### config.mk
export PLATFORM = sky130hd
export DESIGN_NAME = tpc_merge
export DESIGN_NICKNAME = d
export VERILOG_FILES = /design/src/rtl/tpc_pkg.sv /design/src/rtl/tpc_merge.sv
export SDC_FILE = /design/constraint.sdc
export NUM_CORES = 1
export LEC_CHECK = 0
export ABC_AREA = 1
export BUFFER_PORTS_ARGS = -buffer_cell sky130_fd_sc_hd__buf_2
export CELL_PAD_IN_SITES_DETAIL_PLACEMENT = 1
export CELL_PAD_IN_SITES_GLOBAL_PLACEMENT = 1
export CORE_AREA = 2 2 320 322
export DETAILED_ROUTE_END_ITERATION = 8
export DIE_AREA = 0 0 322 324
export PLACE_DENSITY_LB_ADDON = 0.1
export SLEW_MARGIN = 10
export SYNTH_ARGS = -nofsm -noshare
export SYNTH_HDL_FRONTEND = slang
export SYNTH_SLANG_ARGS = --single-unit
### constraint.sdc
create_clock -name clk -period 3.8 [get_ports clk]
set_input_delay 0.38 -clock clk [delete_from_list [all_inputs] [get_ports clk]]
set_output_delay 0.38 -clock clk [all_outputs]
set_load 0.05 [all_outputs]
### src/rtl/tpc_pkg.sv
// Package for the triangle plane clipper: widths, codes, payload and stage types.
// Used by every RTL file of the clipper; depends on nothing.
package tpc_pkg;

  // Datapath widths.
  localparam int COORD_W    = 32;
  localparam int FRAC_BITS  = 16;
  localparam int NORM_W     = FRAC_BITS + 2;
  localparam int PROD_W     = COORD_W + NORM_W;
  localparam int DIST_W     = PROD_W + 3;
  localparam int DEN_W      = DIST_W;
  localparam int MAG_W      = COORD_W + 1;
  localparam int REM_W      = DEN_W + 2;
  localparam int LANE_LAT   = MAG_W + 1;
  localparam int COLOR_W    = 24;
  localparam int CFG_IDX_W  = 3;
  localparam int CFG_DATA_W = 32;

  // Register reset values: plane at z = 0.1, normal along +z.
  localparam logic [COORD_W-1:0] POINT_Z_RST  = COORD_W'(6554);
  localparam logic [NORM_W-1:0]  NORMAL_Z_RST = NORM_W'(65536);

  // Configuration register indexes.
  typedef enum logic [CFG_IDX_W-1:0] {
    REG_POINT_X  = 3'd0,
    REG_POINT_Y  = 3'd1,
    REG_POINT_Z  = 3'd2,
    REG_NORMAL_X = 3'd3,
    REG_NORMAL_Y = 3'd4,
    REG_NORMAL_Z = 3'd5
  } cfg_reg_t;

  // How many vertices lie inside the plane.
  typedef enum logic [1:0] {
    CLIP_NONE = 2'd0,
    CLIP_ONE  = 2'd1,
    CLIP_TWO  = 2'd2,
    CLIP_ALL  = 2'd3
  } clip_case_t;

  typedef logic signed [COORD_W-1:0] coord_t;
  typedef logic signed [NORM_W-1:0]  norm_t;
  typedef logic signed [PROD_W-1:0]  prod_t;
  typedef logic signed [DIST_W-1:0]  dist_t;
  // Element 0 is x, 1 is y, 2 is z.
  typedef coord_t [2:0] vec_t;
  typedef vec_t [2:0] tri_t;

  typedef struct packed {
    coord_t vert0_x;
    coord_t vert0_y;
    coord_t vert0_z;
    coord_t vert1_x;
    coord_t vert1_y;
    coord_t vert1_z;
    coord_t vert2_x;
    coord_t vert2_y;
    coord_t vert2_z;
    logic [COLOR_W-1:0] tri_color;
  } tri_in_t;

  typedef struct packed {
    coord_t out0_x;
    coord_t out0_y;
    coord_t out0_z;
    coord_t out1_x;
    coord_t out1_y;
    coord_t out1_z;
    coord_t out2_x;
    coord_t out2_y;
    coord_t out2_z;
    logic [COLOR_W-1:0] out_color;
    logic last_of_run;
  } tri_out_t;

  // Operands of one coordinate's crossing computation.
  typedef struct packed {
    coord_t a;
    logic [MAG_W-1:0] mag;
    logic neg;
    logic [DEN_W-1:0] da;
    logic [DEN_W-1:0] den;
  } lane_in_t;

  // Triangle data that travels beside the lanes.
  typedef struct packed {
    clip_case_t ccase;
    tri_t sv;
    logic [COLOR_W-1:0] color;
  } side_t;

  // What reaches the merging stage.
  typedef struct packed {
    logic valid;
    side_t side;
    vec_t xa;
    vec_t xb;
  } merge_in_t;

endpackage

### src/rtl/tpc_merge.sv
// Merging stage of the clipper: builds the output triangles from the lane results.
// Emits a quad as two transactions and holds the pipeline meanwhile; uses tpc_pkg.
module tpc_merge (
  input  logic               clk,
  input  logic               rst_n,
  input  tpc_pkg::merge_in_t mrg_in,
  output logic               stall,
  output logic               out_valid,
  output tpc_pkg::tri_out_t  out_data
);

  logic second_r;
  logic second_nxt;
  logic out_valid_r;
  logic out_valid_nxt;
  tpc_pkg::tri_out_t out_data_r;
  tpc_pkg::tri_out_t out_data_nxt;

  function automatic tpc_pkg::tri_out_t pack_tri(tpc_pkg::tri_t t,
                                                 logic [tpc_pkg::COLOR_W-1:0] color,
                                                 logic last);
    tpc_pkg::tri_out_t o;
    o.out0_x = t[0][0];
    o.out0_y = t[0][1];
    o.out0_z = t[0][2];
    o.out1_x = t[1][0];
    o.out1_y = t[1][1];
    o.out1_z = t[1][2];
    o.out2_x = t[2][0];
    o.out2_y = t[2][1];
    o.out2_z = t[2][2];
    o.out_color = color;
    o.last_of_run = last;
    return o;
  endfunction

  // Next-state logic for the second half of a quad.
  always_comb begin
    stall = mrg_in.valid && (mrg_in.side.ccase == tpc_pkg::CLIP_TWO) && !second_r;
    second_nxt = stall;
  end

  // Triangle selection for the output register.
  always_comb begin
    tpc_pkg::tri_t t;
    logic last;
    t    = mrg_in.side.sv;
    last = 1'b1;
    case (mrg_in.side.ccase)
      tpc_pkg::CLIP_ONE: begin
        t[1] = mrg_in.xa;
        t[2] = mrg_in.xb;
      end
      tpc_pkg::CLIP_TWO: begin
        if (second_r) begin
          t[0] = mrg_in.side.sv[1];
          t[1] = mrg_in.xa;
          t[2] = mrg_in.xb;
        end else begin
          t[2] = mrg_in.xa;
          last = 1'b0;
        end
      end
      default: begin
        t = mrg_in.side.sv;
      end
    endcase
    out_valid_nxt = mrg_in.valid;
    out_data_nxt  = pack_tri(t, mrg_in.side.color, last);
  end

  always_ff @(posedge clk) begin
    if (!rst_n) begin
      second_r    <= 1'b0;
      out_valid_r <= 1'b0;
    end else begin
      second_r    <= second_nxt;
      out_valid_r <= out_valid_nxt;
    end
  end

  always_ff @(posedge clk) begin
    out_data_r <= out_data_nxt;
  end

  assign out_valid = out_valid_r;
  assign out_data  = out_data_r;

endmodule

==> summary.md, run 1 <==
## Die
• Initial Utilization: 12.17%
• width of the chip: 322 um
• Die Span Y: 324 um
• DIE AREA: 104300 um^2
• core region area: 101000 um^2
• I/O pin count: 824
• Row Count: 117

## Synthesis
• cell count after synthesis: 1782
• Unique masters post-synth: 15
• largest area contributor in the synthesized netlist: sky130_fd_sc_hd__dfxtp_1
• Syn Nets: 2293
• synthesized area per cell: 6.898 um^2
• Cell Area, Synth: 12290 um^2
• synthesis-stage register bit count: 315
• Synthesis Warnings: 0
• leading post-synthesis cells by cell area: sky130_fd_sc_hd__dfxtp_1, sky130_fd_sc_hd__nand2_1, sky130_fd_sc_hd__nand3_1, sky130_fd_sc_hd__inv_1, sky130_fd_sc_hd__nor2_1
• post-synth top area share: 51.30%
• share of synthesized area occupied by flip-flops and latches: 51.30%

## Clock network
• Skew-Pair Late Insertion Delay: 0.62 ns
• clock slew at reported path FFs: 0.06 ns
• count of hold buffers inserted by post-cts repair: 366
• setup repair bufs after CTS: 0
• root buffer selected by CTS: sky130_fd_sc_hd__clkbuf_16
• TritonCTS clock tree: built
• Clock Tree Buf Depth: 3
• number of buffers created by CTS: 46
• CTS H-tree depth: 2
• number of cells upsized or downsized after cts: 0
• number of clock sinks: 315

## Timing
• time the worst path needs with I/O delays and setup: 2.605 ns
• normalized max-slew margin: 39.82%
• number of hold violations in the final report: 0
• final setup violation count: 0
• actual transition at the worst max-transition pin: 0.9027 ns
• final clock period utilization by the worst path: 68.55%
• Max Clk Rate: 383.9 MHz
• Total Negative Setup Slacks: 0 ns
• unrepaired setup endpoints after global routing: false
• worst hold slack after final layout: 0.04824 ns
• final max-slew violation count: 0
• Final Skew: 0.02180 ns
• worst path setup slack after routing: 1.195 ns

## Routing
• Detail Route Antenna Nets: 0
• post-detailed-route DRC marker count: 0
• mean number of vias per cell: 3.608
• starting DRC count in detailed routing: 471
• per-cell routed wire length: 18.30 um
• total wire length: 78.51 mm
• TritonRoute pass-1 iters: 4
• via count: 15.48k

## Global route
• global-route wire length before repair: 110.7 mm
• GR Util All Layers: 14.43%
• largest net degree at the start of global routing: 113
• number of global-route vias before repair: 17.00k
• initial antenna violation count: 34
• overflow left after global routing: 0

## Finish
• share of layout cells above drive strength 1: 31.30%
• layout overhead on the synthesized area: 87.10%
• fillcell total: 12.43k
• # nets final: 3447
• post-route cell area: 23000 um^2

## Power and ir drop
• Leakage: 0.01232 uW
• Final Power: 11190 uW
• worst-case vdd ir drop: 294.3 uV
• power density relative to cell area: 486.6 nW/um^2

## Critical path
• maximum fanout count along the critical path: 50
• required time at the endpoint of the critical path: 4.34 ns
• count of buffering cells on the critical path with inverters included: 3
• delay contributed by the slowest stage of the critical path: 0.63 ns
• worst setup path category: flip-flop to flip-flop
• standard cell with the maximum stage delay on the critical path: sky130_fd_sc_hd__buf_4
• kind of cell adding the most delay to the critical path: buffers and inverters
• Setup crit start kind: flip-flop
• worst path cell trace: nand2_4 > buf_4 > buf_4 > nand2_1 > nand2_1 > dlygate4sd3_1
• Critical Path AT: 3.15 ns
• critical path capture point type: flip-flop

## Min path
• path type of the worst min-delay path: primary input to flip-flop

## Placement
• detailed-placement wirelength estimate: 58.52 mm
• Placed Instance Area: 17720 um^2
• count of buffers inserted at the top-level ports: 823
• final estimated routing congestion in global placement: 0.8143
• post-placement worst setup slack: 1.089 ns

## Outcome
• result of the run: finished, final reports clean

## Job
• max-cap violation count: 0

[power by group]
group          internal [uW]  switching, uW  total [uW]
registers               3610           84.8        3700
logic                    855           2000        2850
clock network           2820           1820        4640
[routing by layer]
| layer | GRT usage (%) | share of wire (%) | vias up |
|---|---|---|---|
| met5 | 0 | 0.31 | - |
| met4 | 4.590 | 2.6 | 36 |
| met3 | 6.056 | 9.4 | 122 |
| met2 | 25.24 | 48 | 563 |
| met1 | 15.72 | 39 | 7124 |
| li1 | - | - | 7633 |
[cell families (layout without fill, tap and decap cells)]
logic type,Yosys count,after routing,synth area share [%]
adders and majority gates,2,2,0.2035
and+or+nand+nor,1161,1161,37.59
buffers and inverters,304,1493,10.91
other,0,10,0
DFF,315,315,51.30
[sequential cells by signal (all words and copies together), names as in the netlist]
name	count
out_data	313
out_valid	1
second_r	1
[final cells by class]
| cell class | count | area [um^2] | share of cell area (%) |
|---|---|---|---|
| Tap cell | 1309 | 1638 | 7.121 |
| Antenna cell | 10 | 25.02 | 0.1088 |
| Inverter | 199 | 747.0 | 3.248 |
| Multi-Input combinational cell | 1163 | 4677 | 20.33 |
| Sequential cell | 315 | 6310 | 27.43 |
| Clock buffer | 65 | 1354 | 5.886 |
| Timing Repair Buffer | 1211 | 8010 | 34.83 |
| Clock inverter | 18 | 240.2 | 1.044 |
[cells in the mapped netlist, drive strengths merged]
master	number
dfxtp	315
clkbuf	21
nand2	774
nor2	195
ha	2
nand3	192
inv	199
buf	84
[worst paths after layout]
kind / from / end / slack, ns / cells after the start
hold reg to reg: second_r / out_data[227] / 1.00 / 3
setup reg to reg: second_r / out_data[243] / 1.20 / 6
setup / recovery: second_r / out_data[243] / 1.20 / 6
hold / removal: mrg_in[506] / out_valid / 0.05 / 3
[worst reg2reg max path, stage by stage (launching register included)]
cell	delay (ns)
sky130_fd_sc_hd__dfxtp_4	0.40
sky130_fd_sc_hd__nand2_4	0.11
sky130_fd_sc_hd__buf_4	0.57
sky130_fd_sc_hd__buf_4	0.65
sky130_fd_sc_hd__nand2_1	0.19
sky130_fd_sc_hd__nand2_1	0.09
sky130_fd_sc_hd__dlygate4sd3_1	0.55
[per-stage QoR]
step                cells  utilization (%)
finish               4290            22.77
global route         4285            22.76
CTS                  4280            22.75
detailed placement   3831            17.54
global placement     3831            17.54
floorplan            1782                -
[layout by cell type (no fill, tap or decap), drive strengths merged]
cell type / count
ha: 2
clkinvlp: 1
nand2: 774
diode: 10
buf: 845
dfxtp: 315
nand3: 192
dlygate4sd3: 366
clkbuf: 65
inv: 202
nor2: 195
bufinv: 5
clkinv: 9
(Power assumes the default switching activity.)
==> inputs of run 2 (changes only) <==
Clock period 3.8 ns to 2.5 ns, I/O delays scaled along.
==> run 2 against run 1 <==
Compared with the run above:
- sequential cell count stayed put
- final area is 9.0% higher
- largest power group unchanged
- largest cell class unchanged
- clock-buffer cell count is 10 higher
- sequential share of layout area is 2.3 points lower
==> summary.md, run 2 (synthesized netlist as in run 1, its figures left out) <==
## Clock network
• root buffer selected by CTS: sky130_fd_sc_hd__clkbuf_16
• number of clock sinks: 315, unchanged
• Skew-Pair Late Insertion Delay: 0.60 ns, -0.02 ns
• setup repair bufs after CTS: 0, unchanged
• clock slew at reported path FFs: 0.06 ns, about the same
• number of cells upsized or downsized after cts: 0, unchanged
• number of buffers created by CTS: 46, unchanged
• CTS H-tree depth: 2, unchanged
• TritonCTS clock tree: built
• Clock Tree Buf Depth: 3, unchanged

## Global route
• initial antenna violation count: 28, -18%
• GR Util All Layers: 14.64%, +0.21 points
• global-route wire length before repair: 113.4 mm, +2.4%
• largest net degree at the start of global routing: 97, -14%
• overflow left after global routing: 0, unchanged
• number of global-route vias before repair: 18.05k, +6.2%

## Timing
• Total Negative Setup Slacks: 0 ns, unchanged
• number of hold violations in the final report: 0, unchanged
• actual transition at the worst max-transition pin: 0.7703 ns, -0.1324 ns
• unrepaired setup endpoints after global routing: false
• Max Clk Rate: 443.2 MHz, +15%
• normalized max-slew margin: 48.64%, +8.8 points
• worst hold slack after final layout: 0.03393 ns, -0.01431 ns
• Final Skew: 0.01583 ns, -0.005977 ns
• final clock period utilization by the worst path: 90.24%, +22 points
• final setup violation count: 0, unchanged
• time the worst path needs with I/O delays and setup: 2.256 ns, -0.3489 ns
• final max-slew violation count: 0, unchanged

## Die
• width of the chip: 322 um, unchanged
• DIE AREA: 104300 um^2, unchanged
• I/O pin count: 824, unchanged
• core region area: 101000 um^2, unchanged
• Initial Utilization: 12.17%, unchanged
• Row Count: 117, unchanged
• Die Span Y: 324 um, unchanged

## Min path
• Hold Crit Depth: 3, unchanged
• path type of the worst min-delay path: primary input to flip-flop

## Finish
• commonest non-fill, non-tap cell in the layout: sky130_fd_sc_hd__buf_2
• fillcell total: 12.36k, -0.56%
• final cell count without fillers: 4496, +4.8%
• # nets final: 3656, +6.1%
• commonest cells after routing, fill and taps aside: sky130_fd_sc_hd__buf_2, sky130_fd_sc_hd__nand2_1, sky130_fd_sc_hd__dlygate4sd3_1
• share of the core filled with cells in the final layout: 24.82%, +2.0 points
• Largest register FFs: 313, unchanged
• layout overhead on the synthesized area: 103.9%
• share of layout cells above drive strength 1: 28.93%, -2.4 points

## Routing
• mean number of vias per cell: 3.651, +1.2%
• per-cell routed wire length: 17.60 um, -3.8%
• Detail Route Antenna Nets: 0, unchanged
• via count: 16.42k, +6.1%
• post-detailed-route DRC marker count: 0, unchanged
• TritonRoute pass-1 iters: 5, +1
• starting DRC count in detailed routing: 380, -19%
• total wire length: 79.12 mm, +0.78%

## Critical path
• Critical Path AT: 2.79 ns, -0.36 ns
• worst setup path category: flip-flop to flip-flop
• maximum fanout count along the critical path: 48, -4.0%
• Setup crit start kind: flip-flop
• length in cells of the worst reg-to-reg path: 6, unchanged
• required time at the endpoint of the critical path: 3.04 ns, -1.30 ns
• critical path capture point type: flip-flop

## Outcome
• result of the run: finished, final reports clean

## Job
• max-cap violation count: 0, unchanged

## Placement
• final estimated routing congestion in global placement: 0.8077, -0.81%
• detailed-placement wirelength estimate: 58.99 mm, +0.79%
• count of buffers inserted at the top-level ports: 823, unchanged
• cell count after placement: 3832, +0.026%

## Power and ir drop
• Final Power: 17150 uW, +53%
• Leakage: 0.01331 uW, +8.1%
• power density relative to cell area: 684.1 nW/um^2, +41%
• worst-case vdd ir drop: 411.2 uV, +40%

run 2: critical path, cell delays in order (launching register included):
cell	delay [ns]
sky130_fd_sc_hd__dfxtp_4	0.59
sky130_fd_sc_hd__nand2_4	0.14
sky130_fd_sc_hd__nand2_8	0.36
sky130_fd_sc_hd__buf_4	0.33
sky130_fd_sc_hd__nand2_1	0.09
sky130_fd_sc_hd__nand2_1	0.07
sky130_fd_sc_hd__dlygate4sd3_1	0.54
run 2: repair_timing:
action / CTS / global route
setup endpoints to repair: 0 / 0
hold endpoints to repair: 313 / 0
hold buffers: 574 / 0
run 2: final cells by class:
class                           instances  area (um^2)  share of cell area [%]
Timing Repair Buffer                 1420        10170                   40.59
Sequential cell                       315         6310                   25.17
Multi-Input combinational cell       1163         4677                   18.66
Tap cell                             1309         1638                   6.534
Clock buffer                           75         1381                   5.510
Inverter                              199        747.0                   2.980
Clock inverter                          8        122.6                  0.4891
Antenna cell                            7        17.52                 0.06988
run 2: per-stage QoR:
step	instance area [um^2]	setup slack [ns]
after floorplan	12290	0.5928
after global placement	17800	0.5143
after detailed placement	17800	0.5033
after CTS	25050	0.1448
after global routing	25060	0.02151
final	25070	0.2439
run 2: final timing paths:
path | endpoint | slack [ns] | start
max | out_data[144] | 0.24 | second_r
min reg2reg | out_data[296] | 0.70 | second_r
max reg2reg | out_data[144] | 0.24 | second_r
min | out_data[190] | 0.03 | mrg_in[317]
run 2: where the power goes:
part	switching (uW)	internal [uW]	total [uW]
registers	133	5490	5620
logic	3100	1730	4830
clock network	2640	4060	6700
run 2: routing by layer:
metal | share of wire (%) | track usage (%) | vias to the layer above
li1 | - | - | 8031
met1 | 39 | 15.84 | 7632
met2 | 49 | 26.14 | 580
met3 | 9.2 | 5.600 | 138
met4 | 2.9 | 4.746 | 34
met5 | 0.26 | 0 | -
